<file path="config.mk">
export PLATFORM = sky130hd
export DESIGN_NAME = bu2x_queue
export DESIGN_NICKNAME = d
export VERILOG_FILES = /design/src/rtl/core/bu2x_pkg.sv /design/src/rtl/core/bu2x_queue.sv
export SDC_FILE = /design/constraint.sdc
export NUM_CORES = 1
export LEC_CHECK = 0
export ABC_AREA = 0
export BUFFER_PORTS_ARGS = -buffer_cell sky130_fd_sc_hd__buf_2
export CELL_PAD_IN_SITES_DETAIL_PLACEMENT = 1
export CELL_PAD_IN_SITES_GLOBAL_PLACEMENT = 1
export CORE_MARGIN = 2
export CORE_UTILIZATION = 47
export DETAILED_ROUTE_END_ITERATION = 10
export PLACE_DENSITY_LB_ADDON = 0.12
export SYNTH_ARGS = -nofsm -noshare
export SYNTH_HDL_FRONTEND = slang
export SYNTH_SLANG_ARGS = --single-unit
</file>
<file path="constraint.sdc">
create_clock -name clk -period 9.9 [get_ports clk]
set_clock_uncertainty 0.15 [all_clocks]
set_input_delay 0.495 -clock clk [delete_from_list [all_inputs] [get_ports clk]]
set_output_delay 0.495 -clock clk [all_outputs]
set_load 0.01 [all_outputs]
</file>
<file path="src/rtl/core/bu2x_pkg.sv">
// shared types and constants of the 2x bilinear upscaler
package bu2x_pkg;

  localparam int MAX_WIDTH  = 1024;
  localparam int MAX_HEIGHT = 1024;
  localparam int CHANNELS   = 3;
  localparam int CH_W       = 8;
  localparam int PX_W       = CHANNELS * CH_W;
  localparam int COL_W      = $clog2(MAX_WIDTH);
  localparam int ROW_W      = $clog2(MAX_HEIGHT);
  localparam int CFG_W      = 11;
  localparam int CFG_AW     = 1;
  localparam int COORD_W    = 11;
  localparam int Q_DEPTH    = 2;
  localparam int Q_AW       = $clog2(Q_DEPTH);

  localparam logic [CFG_W-1:0] WIDTH_RST  = 11'd640;
  localparam logic [CFG_W-1:0] HEIGHT_RST = 11'd480;

  // register indexes
  localparam logic [CFG_AW-1:0] REG_WIDTH  = 1'b0;
  localparam logic [CFG_AW-1:0] REG_HEIGHT = 1'b1;

  typedef struct packed {
    logic [CH_W-1:0] blue;
    logic [CH_W-1:0] green;
    logic [CH_W-1:0] red;
  } px_t;

  typedef struct packed {
    logic [CH_W-1:0] in_red;
    logic [CH_W-1:0] in_green;
    logic [CH_W-1:0] in_blue;
  } in_item_t;

  typedef struct packed {
    logic [COORD_W-1:0] out_row;
    logic [COORD_W-1:0] out_col;
    logic [CH_W-1:0]    out_red;
    logic [CH_W-1:0]    out_green;
    logic [CH_W-1:0]    out_blue;
    logic               last_of_run;
  } out_item_t;

  // one classified input pixel with its neighbourhood
  typedef struct packed {
    px_t              pix;
    px_t              left;
    px_t              above_left;
    px_t              above;
    logic [ROW_W-1:0] row;
    logic [COL_W-1:0] col;
    logic             first_row;
    logic             last_row;
    logic             first_col;
    logic             last_col;
  } job_t;

endpackage

</file>
<file path="src/rtl/core/bu2x_queue.sv">
// short job queue between front and back end
module bu2x_queue (
  input  logic           clk,
  input  logic           rst_n,
  input  logic           push_valid,
  output logic           push_ready,
  input  bu2x_pkg::job_t push_data,
  output logic           pop_valid,
  input  logic           pop_ready,
  output bu2x_pkg::job_t pop_data
);
  import bu2x_pkg::*;

  job_t            mem_r [Q_DEPTH];
  logic [Q_AW-1:0] wr_ptr_r, rd_ptr_r;
  logic [Q_AW:0]   cnt_r;
  logic            push, pop;

  assign push_ready = (cnt_r != (Q_AW+1)'(Q_DEPTH));
  assign pop_valid  = (cnt_r != '0);
  assign push       = push_valid & push_ready;
  assign pop        = pop_valid & pop_ready;
  assign pop_data   = mem_r[rd_ptr_r];

  always_ff @(posedge clk) begin
    if (!rst_n) begin
      wr_ptr_r <= '0;
      rd_ptr_r <= '0;
      cnt_r    <= '0;
    end else begin
      if (push) begin
        wr_ptr_r <= (wr_ptr_r == Q_AW'(Q_DEPTH-1)) ? '0 : wr_ptr_r + 1'b1;
      end
      if (pop) begin
        rd_ptr_r <= (rd_ptr_r == Q_AW'(Q_DEPTH-1)) ? '0 : rd_ptr_r + 1'b1;
      end
      if (push && !pop) begin
        cnt_r <= cnt_r + 1'b1;
      end else if (pop && !push) begin
        cnt_r <= cnt_r - 1'b1;
      end
    end
  end

  always_ff @(posedge clk) begin
    if (push) begin
      mem_r[wr_ptr_r] <= push_data;
    end
  end

  a_cnt_bound: assert property (@(posedge clk) disable iff (!rst_n)
    cnt_r <= (Q_AW+1)'(Q_DEPTH))
    else $error("queue fill above depth");

endmodule

</file>
==> impl_metrics.py <==
metrics = {
    "floorplanning": {
        "io_pins": 246,
        "die_w_um": 142,
        "initial_core_util_pct": 47.7,
        "floorplan.die.height_um": 142,
        "die_area_mm2": 0.0201,
        "num_rows": 50,
        "core_area_mm2": 0.0187,
    },
    "place": {
        "place_congestion": 0.720,
        "hpwlAfterDp_mm": 11.8,
        "place.port_buffers": 245,
    },
    "logic_synthesis": {
        "netlist_area_mm2": 0.00893,
        "synth.yosys.seq_area_share_pct": 81.8,
        "synth_cell_type_count": 21,
        "syn_avg_cell_area_um2": 22.5,
        "netlist_instances": 397,
        "ffs_latches_synth": 245,
        "synth_nets": 522,
        "yosys_warnings": 0,
    },
    "power": {
        "largest_voltage_drop_on_the_vdd_net_mv": 0.154,
        "pwr_density_cell_mw_per_mm2": 257,
        "cell_leakage_power_nw": 4.34,
    },
    "global_routing": {
        "number_of_global_route_vias_before_repair": 5173,
        "global_route.overflow_total": 0,
        "grt_max_degree": 87,
        "grt.total_usage_pct": 18.4,
        "grt_pass1_wl_mm": 28.4,
        "number_of_antenna_violations_at_the_first_check_in_global_routing": 3,
    },
    "cts": {
        "cts_resized": 0,
        "clock-sinks": 245,
        "cts-buffers-inserted": 26,
        "root_buffer": "clkbuf_16",
        "cts_max_path_buffers": 3,
        "clock_tree.htree_level_count": 1,
        "clk_transition_reported_paths_ns": 0.06,
        "cts_tree": "built",
        "clock_insertion_delay_worst_skew_ns": 0.52,
    },
    "sta": {
        "max_slew.worst_pin.slew_ns": 1.17,
        "timing.slew.headroom_pct": 21.8,
        "final-setup-viol-count": 0,
        "slew_viol_final": 0,
        "fmaxAchievable_ghz": 0.289,
        "totalNegativeSetupSlack_ns": 0,
        "timing.final.crit_period_ns": 3.46,
        "timing.final.hold_violations": 0,
        "grt_setup_unrepaired": "no",
        "min_period_over_period_pct": 35.0,
        "hold-worst-slack_ns": 0.0216,
    },
    "setup_path": {
        "end_kind": "primary output",
        "r2r_setup_slack_ns": 7.12,
        "worst_ep_required_time_ns": 9.26,
        "critPathLaunchType": "register",
        "critPathTopFamily": "buffers and inverters",
        "critPathBufInv": 2,
        "path_class": "reg2out",
        "cell_by_cell_listing_of_the_critical_path": "buf_4, mux2_2, buf_2",
        "worst-path-max-fanout": 86,
        "critPathArrivalTime_ns": 2.82,
        "crit_path_max_incr_delay_ns": 0.94,
        "critical-path-slowest-cell": "buf_4",
    },
    "drt": {
        "detail-route-antenna-nets": 0,
        "detailed_route_wl_mm": 18.9,
        "routed_wire_length_per_instance_um": 19.8,
        "routed-via-count": 4780,
        "vias_per_cell": 5.02,
        "drc": 0,
        "violation_count_after_the_first_detailed_route_iteration": 152,
        "dr.pass1.iters": 4,
    },
    "worst_hold_path": {
        "holdCritPathClass": "in2reg",
    },
    "status": {
        "run_status": "complete, no violations",
    },
    "layout": {
        "num-fill-cells": 1665,
        "commonest_non_fill_non_tap_cell_in_the_layout": "buf_2",
        "final_layout_size_suffix_gt1_share_pct": 56.8,
        "seq_area_mm2": 0.00731,
        "layout.nets": 824,
        "area.growth.synth_to_final_pct": 29.9,
        "mostFrequentLayoutCells": "buf_2 (245), edfxtp_1 (240), mux2_2 (120), dlygate4sd3_1 (39), clkbuf_16 (27)",
        "multi_input_area_mm2": 0.00150,
    },
    "job": {
        "cap_violations": 0,
    },
}
## layout make-up
| type | instances | share of cell area [%] |
|---|---|---|
| sequential | 245 | 63.0 |
| timing repair buffer | 287 | 14.1 |
| multi-input combinational | 138 | 12.9 |
| clock buffer | 33 | 6.02 |
| tap | 234 | 2.52 |
| clock inverter | 13 | 1.35 |
| inverter | 1 | 0.0539 |
| antenna | 2 | 0.0431 |
## metrics by stage
stage | util [%] | instance area, um2 | power [W] | worst slack (ns) | instances
after global placement | 55.4 | 10400 | 0.00201 | 6.98 | 866
after global routing | 62.0 | 11600 | 0.00311 | 6.29 | 953
final | 62.0 | 11600 | 0.00298 | 6.44 | 953
after floorplan | - | 8930 | 0.00180 | 5.87 | 397
after detailed placement | 55.4 | 10400 | 0.00203 | 6.97 | 866
after CTS | 62.0 | 11600 | 0.00302 | 6.41 | 951
## where the power goes
group	total (W)	leakage [nW]	internal, W	switching [W]
Sequential	0.00135	2.28	0.00130	0.0000519
Combinational	0.000661	1.64	0.000314	0.000348
Clock	0.000972	0.415	0.000598	0.000374
Total	0.00298	4.34	0.00221	0.000774
## metal layers
layer,vias to the layer above,wire length (um),track usage [%]
met4,0,527,6.32
met1,2379,7370,22.5
li1,2190,-,-
met5,-,0,0
met3,40,1280,4.45
met2,171,9730,32.0
## state kept, by name, indices dropped and copies added, names as in the netlist, named ones only
| register | flops |
|---|---|
| cnt_r | 2 |
| wr_ptr_r | 1 |
| rd_ptr_r | 1 |
| mem_r | 240 |
## worst paths after layout
check,from,end,cells after the start
max,register,pop_data[113],3
min,push_data[27],mem_r[0][27],1
max reg2reg,cnt_r[0],mem_r[1][48],3
min reg2reg,cnt_r[1],cnt_r[1],2
## cells by family (layout without fill, tap and decap cells)
| logic type | after synthesis | count (layout) | synth area share [%] |
|---|---|---|---|
| DFF | 245 | 245 | 81.8 |
| muxes | 120 | 120 | 15.1 |
| buffers and inverters | 14 | 334 | 1.50 |
| and+or+nand+nor | 9 | 9 | 0.729 |
| AOI/OAI and AO/OA | 5 | 5 | 0.392 |
| xor gates and xnor gates | 3 | 3 | 0.294 |
| adders and majority gates | 1 | 1 | 0.140 |
| other | 0 | 2 | 0 |
## Yosys cell counts
cell,count,area [um2]
nand2b_4,1,13.8
a21boi_0,1,7.51
and3_1,1,6.26
a21bo_2,1,10.0
dfxtp_1,5,100
mux2_2,120,1350
xor2_1,1,8.76
nand3b_1,1,7.51
or3_1,1,6.26
a21boi_1,1,7.51
buf_2,2,10.0
inv_1,1,3.75
buf_6,10,113
buf_4,1,7.51
and2_1,4,25.0
ha_1,1,12.5
xnor2_1,2,17.5
o21ai_1,1,5.00
o21ai_0,1,5.00
edfxtp_1,240,7210
or2_2,1,6.26
## worst reg2reg max path: cells and delay by family (launching register included)
kind                   cells  cell delay, ns
buffers and inverters      1            0.88
DFF                        1            0.41
and+or+nand+nor            2            0.92
## repair_timing
item,in CTS,in global routing
setup endpoints to repair,0,0
endpoints found under the hold margin,72,0
setup buffers,0,0
hold buffers,39,0
Power figures use the tool's default switching activity.
