$ cat src/rtl/core/bu2x_pkg.sv
// shared types and constants of the 2x bilinear upscaler
package bu2x_pkg;

  localparam int MAX_WIDTH  = 1024;
  localparam int MAX_HEIGHT = 1024;
  localparam int CHANNELS   = 3;
  localparam int CH_W       = 8;
  localparam int PX_W       = CHANNELS * CH_W;
  localparam int COL_W      = $clog2(MAX_WIDTH);
  localparam int ROW_W      = $clog2(MAX_HEIGHT);
  localparam int CFG_W      = 11;
  localparam int CFG_AW     = 1;
  localparam int COORD_W    = 11;
  localparam int Q_DEPTH    = 2;
  localparam int Q_AW       = $clog2(Q_DEPTH);

  localparam logic [CFG_W-1:0] WIDTH_RST  = 11'd640;
  localparam logic [CFG_W-1:0] HEIGHT_RST = 11'd480;

  // register indexes
  localparam logic [CFG_AW-1:0] REG_WIDTH  = 1'b0;
  localparam logic [CFG_AW-1:0] REG_HEIGHT = 1'b1;

  typedef struct packed {
    logic [CH_W-1:0] blue;
    logic [CH_W-1:0] green;
    logic [CH_W-1:0] red;
  } px_t;

  typedef struct packed {
    logic [CH_W-1:0] in_red;
    logic [CH_W-1:0] in_green;
    logic [CH_W-1:0] in_blue;
  } in_item_t;

  typedef struct packed {
    logic [COORD_W-1:0] out_row;
    logic [COORD_W-1:0] out_col;
    logic [CH_W-1:0]    out_red;
    logic [CH_W-1:0]    out_green;
    logic [CH_W-1:0]    out_blue;
    logic               last_of_run;
  } out_item_t;

  // one classified input pixel with its neighbourhood
  typedef struct packed {
    px_t              pix;
    px_t              left;
    px_t              above_left;
    px_t              above;
    logic [ROW_W-1:0] row;
    logic [COL_W-1:0] col;
    logic             first_row;
    logic             last_row;
    logic             first_col;
    logic             last_col;
  } job_t;

endpackage

$ cat src/rtl/core/bu2x_back.sv
// back end: walks the output block of one job and emits one pixel a cycle while the output is not stalled
module bu2x_back (
  input  logic                  clk,
  input  logic                  rst_n,
  input  logic                  job_valid,
  output logic                  job_ready,
  input  bu2x_pkg::job_t        job,
  output logic                  out_valid,
  input  logic                  out_ready,
  output bu2x_pkg::out_item_t   out_data
);
  import bu2x_pkg::*;

  function automatic px_t avg_px(px_t a, px_t b);
    logic [CH_W:0] sr, sg, sb;
    px_t           res;
    sr = {1'b0, a.red}   + {1'b0, b.red};
    sg = {1'b0, a.green} + {1'b0, b.green};
    sb = {1'b0, a.blue}  + {1'b0, b.blue};
    res.red   = sr[CH_W:1];
    res.green = sg[CH_W:1];
    res.blue  = sb[CH_W:1];
    return res;
  endfunction

  logic       act_r, out_valid_r;
  logic [1:0] i_r, j_r, cur_i, cur_j, start_i, end_i, start_j, end_j;
  logic       load, emit, done;
  px_t        hb, va, ctr, sel;
  out_item_t  out_data_r, nxt;

  // offsets: row 2r-1+i, column 2c-1+j
  always_comb begin
    start_i = job.first_row ? 2'd1 : 2'd0;
    end_i   = job.last_row  ? 2'd2 : 2'd1;
    start_j = job.first_col ? 2'd1 : 2'd0;
    end_j   = job.last_col  ? 2'd2 : 2'd1;
    cur_i   = act_r ? i_r : start_i;
    cur_j   = act_r ? j_r : start_j;
  end

  assign load      = ~out_valid_r | out_ready;
  assign emit      = job_valid & load;
  assign done      = (cur_i == end_i) && (cur_j == end_j);
  assign job_ready = emit & done;

  always_comb begin
    hb  = avg_px(job.left, job.pix);
    va  = avg_px(job.above, job.pix);
    ctr = avg_px(avg_px(job.above_left, job.above), hb);
    if (cur_i == 2'd0) begin
      sel = (cur_j == 2'd0) ? ctr : va;
    end else begin
      sel = (cur_j == 2'd0) ? hb : job.pix;
    end
    nxt.out_row     = COORD_W'({job.row, 1'b0}) + COORD_W'(cur_i) - COORD_W'(1);
    nxt.out_col     = COORD_W'({job.col, 1'b0}) + COORD_W'(cur_j) - COORD_W'(1);
    nxt.out_red     = sel.red;
    nxt.out_green   = sel.green;
    nxt.out_blue    = sel.blue;
    nxt.last_of_run = done;
  end

  always_ff @(posedge clk) begin
    if (!rst_n) begin
      act_r       <= 1'b0;
      i_r         <= '0;
      j_r         <= '0;
      out_valid_r <= 1'b0;
    end else begin
      if (emit) begin
        out_valid_r <= 1'b1;
        if (done) begin
          act_r <= 1'b0;
        end else begin
          act_r <= 1'b1;
          if (cur_j == end_j) begin
            i_r <= cur_i + 1'b1;
            j_r <= start_j;
          end else begin
            i_r <= cur_i;
            j_r <= cur_j + 1'b1;
          end
        end
      end else if (out_ready) begin
        out_valid_r <= 1'b0;
      end
    end
  end

  always_ff @(posedge clk) begin
    if (emit) begin
      out_data_r <= nxt;
    end
  end

  assign out_valid = out_valid_r;
  assign out_data  = out_data_r;

  a_active_has_job: assert property (@(posedge clk) disable iff (!rst_n)
    act_r |-> job_valid)
    else $error("walking a block with no job at the queue head");

  a_stay_active: assert property (@(posedge clk) disable iff (!rst_n)
    (emit && !done) |=> act_r)
    else $error("job dropped before its last pixel");

endmodule

$ cat config.mk
export PLATFORM = sky130hd
export DESIGN_NAME = bu2x_back
export DESIGN_NICKNAME = d
export VERILOG_FILES = /design/src/rtl/core/bu2x_pkg.sv /design/src/rtl/core/bu2x_back.sv
export SDC_FILE = /design/constraint.sdc
export NUM_CORES = 1
export LEC_CHECK = 0
export BUFFER_PORTS_ARGS = -buffer_cell sky130_fd_sc_hd__buf_2
export CAP_MARGIN = 15
export CORE_AREA = 2 2 116 118
export CTS_BUF_LIST = sky130_fd_sc_hd__clkbuf_2 sky130_fd_sc_hd__clkbuf_4 sky130_fd_sc_hd__clkbuf_8
export CTS_CLUSTER_SIZE = 8
export DETAILED_ROUTE_END_ITERATION = 16
export DIE_AREA = 0 0 118 120
export GPL_ROUTABILITY_DRIVEN = 0
export PLACE_DENSITY = 0.87
export SYNTH_ARGS = -nofsm -noshare
export SYNTH_HDL_FRONTEND = slang
export SYNTH_SLANG_ARGS = --single-unit
$ cat constraint.sdc
create_clock -name clk -period 7.1 [get_ports clk]
set_input_delay 1.42 -clock clk [delete_from_list [all_inputs] [get_ports clk]]
set_output_delay 1.42 -clock clk [all_outputs]
set_load 0.005 [all_outputs]
==> results.py <==
metrics = {
    "sta": {
        "fmax_ghz": 0.235,
        "fin_setup_tns_ns": 0,
        "hold_viol_final": 0,
        "slew_headroom_pct": 47.5,
        "finClkSkew_ns": 0.00620,
        "rsz0062_at_grt": "no",
        "final_max_slew_viol_count": 0,
        "fin_crit_sh_pct": 59.9,
        "setup_viol": 0,
        "worst_pin_slew_ns": 0.783,
        "setup_slack_ns": 2.85,
        "fin_crit_ns": 4.25,
    },
    "setup_path": {
        "required_ns": 7.16,
        "slowest_delay_ns": 0.44,
        "worst-path-max-fanout": 7,
        "end_kind": "flop",
        "crit_path_start_kind": "input pin",
        "critPathBufInv": 2,
        "cp_cell_sequence": "buf_2 > inv_1 > fa_1 > nor2b_1 > o21ai_0 > a21boi_0 > o21ai_0 > a21boi_0 > nor2_1 > ha_1 > a21oi_1 > and2b_1 > a311oi_2 > xor2_1 > a211oi_1",
        "slowest_stage": "fa_1",
        "crit_family": "compound AO/OA/AOI/OAI gates",
        "crit_type": "input pin to flop",
        "worstPathArrival_ns": 4.31,
    },
    "cts": {
        "h-tree-depth": 2,
        "clock-root-buffer": "clkbuf_8",
        "clk_pin_slew_worst_paths_ns": 0.10,
        "cts.repair.resized": 0,
        "clock-sinks": 53,
        "post_cts_buffers": 0,
        "clock_path_buffers": 2,
        "cts_tree": "built",
        "insertion_delay_ns": 0.31,
        "ctsHoldBuffers": 0,
        "numCtsBuffers": 5,
    },
    "grt": {
        "track_usage_pct": 22.8,
        "first_global_vias": 5937,
        "antenna_found_initial": 0,
        "overflow": 0,
        "grt_max_degree": 52,
        "grt_pass1_wl_mm": 26.8,
    },
    "cells_and_area": {
        "n_antenna_cell": 0,
        "final_cell_mix": "172 x buf_2, 101 x ha_1, 79 x inv_1",
        "final_common_cell": "buf_2",
        "layout-drive-gt1-share_pct": 24.0,
        "synthToLayoutAreaGrowth_pct": 16.8,
        "final_net_count": 1170,
    },
    "power_and_ir_drop": {
        "peakVddDrop_mv": 0.0860,
        "cellPowerDensity_nw_per_um2": 178,
        "p_leak_nw": 3.80,
    },
    "placement": {
        "port_buffers": 172,
        "dpl.hpwl_mm": 13.4,
        "dpl_worst_slack_ns": 2.54,
    },
    "synthesis": {
        "synthCells": 758,
        "ys_seq_area_share_pct": 22.2,
        "avgSynthCellArea_sq_um": 9.12,
        "yosys.cell_types.count": 73,
        "ys_warn_count": 0,
        "synth_seq_cells": 53,
        "synth-main-ff-cell": "edfxtp_1",
        "syn-num-nets": 998,
        "netlist_area_sq_um": 6910,
        "synth_edf_count": 47,
        "async_flop_share_pct": 0,
    },
    "worst_hold_path": {
        "hp-class": "flop to flop",
    },
    "outcome": {
        "status": "finished, final reports clean",
    },
    "detailed_routing": {
        "wire_per_inst_um": 14.7,
        "routed_wl_mm": 16.3,
        "drc": 0,
        "drtPass1Iterations": 5,
        "vias": 6217,
        "drtIter0Drc": 361,
        "drt-vias-per-instance": 5.62,
        "antenna_left": 0,
    },
    "floorplanning": {
        "start_util_pct": 53.2,
        "die_y_um": 120,
        "dieArea_sq_um": 14200,
        "num_io_pins": 173,
        "die_x_um": 118,
        "core_sq_um": 13000,
        "row_count": 42,
    },
    "run": {
        "cap_violations": 0,
    },
}
tightest hold or removal path: stages, from the launching register on:
cell	delay (ns)
dfxtp_1	0.32
nand2b_1	0.07
a21boi_0	0.08
power by group:
group	internal, mW	total (mW)	switching, mW
Clock	0.0736	0.181	0.108
Combinational	0.394	0.827	0.433
Sequential	0.410	0.425	0.0153
Total	0.878	1.43	0.556
final cells by class:
cell class | count | area, sq um
clock buffer | 6 | 76.3
sequential | 53 | 1530
multi-input combinational | 615 | 5050
fill | 1100 | 4910
tap | 176 | 220
clock inverter | 2 | 15.0
inverter | 80 | 300
timing repair buffer | 175 | 883
metal layers:
metal	vias to the layer above	GRT usage [%]	part of all wire [%]
li1	3110	-	-
met1	2910	28.2	43
met2	182	42.2	51
met3	15	2.90	4.6
met4	0	5.20	1.3
met5	-	0	0
cell families after synthesis:
family | synth area share (%)
adders and majority gates | 22.8
xor gates and xnor gates | 9.00
AOI/OAI and AO/OA | 22.3
DFF | 22.2
muxes | 5.39
buffers and inverters | 4.89
and+or+nand+nor | 13.4
per-stage QoR:
stage | power [mW] | instance area [sq um] | util (%) | hold slack (ns) | cells
floorplan | 1.03 | 6910 | - | 0.482 | 758
global placement | 1.22 | 7980 | 61.5 | 0.484 | 1099
detailed placement | 1.25 | 7980 | 61.5 | 0.513 | 1099
CTS | 1.44 | 8070 | 62.2 | 0.526 | 1107
global route | 1.54 | 8070 | 62.2 | 0.539 | 1107
finish | 1.43 | 8070 | 62.2 | 0.518 | 1107
synth_stat cells, types with 15 or more instances:
cell type  instances  area share (%)
a21o_1            25             2.7
a21oi_1           51             3.7
edfxtp_1          47              20
ha_1             102              18
inv_1             79             4.3
nand2_1           39             2.1
nand2b_1          19             1.7
nor2_1            48             2.6
nor2b_1           17             1.5
o21a_1            15             1.6
o21ai_0           44             3.2
xnor2_1           52             6.6
xor2_1            19             2.4
flip-flops by register name, indices dropped and copies added (netlist names):
register,count
j_r,2
out_data,47
out_valid,1
act_r,1
i_r,2
worst paths after layout:
path	slack [ns]	start	depth (start not counted)	to
setup / recovery	2.85	job[113]	15	out_data[7]
hold / removal	0.52	out_valid	2	out_valid
setup reg to reg	3.64	act_r	7	out_data[8]
hold reg to reg	0.52	out_valid	2	out_valid
Power figures use the tool's default switching activity.
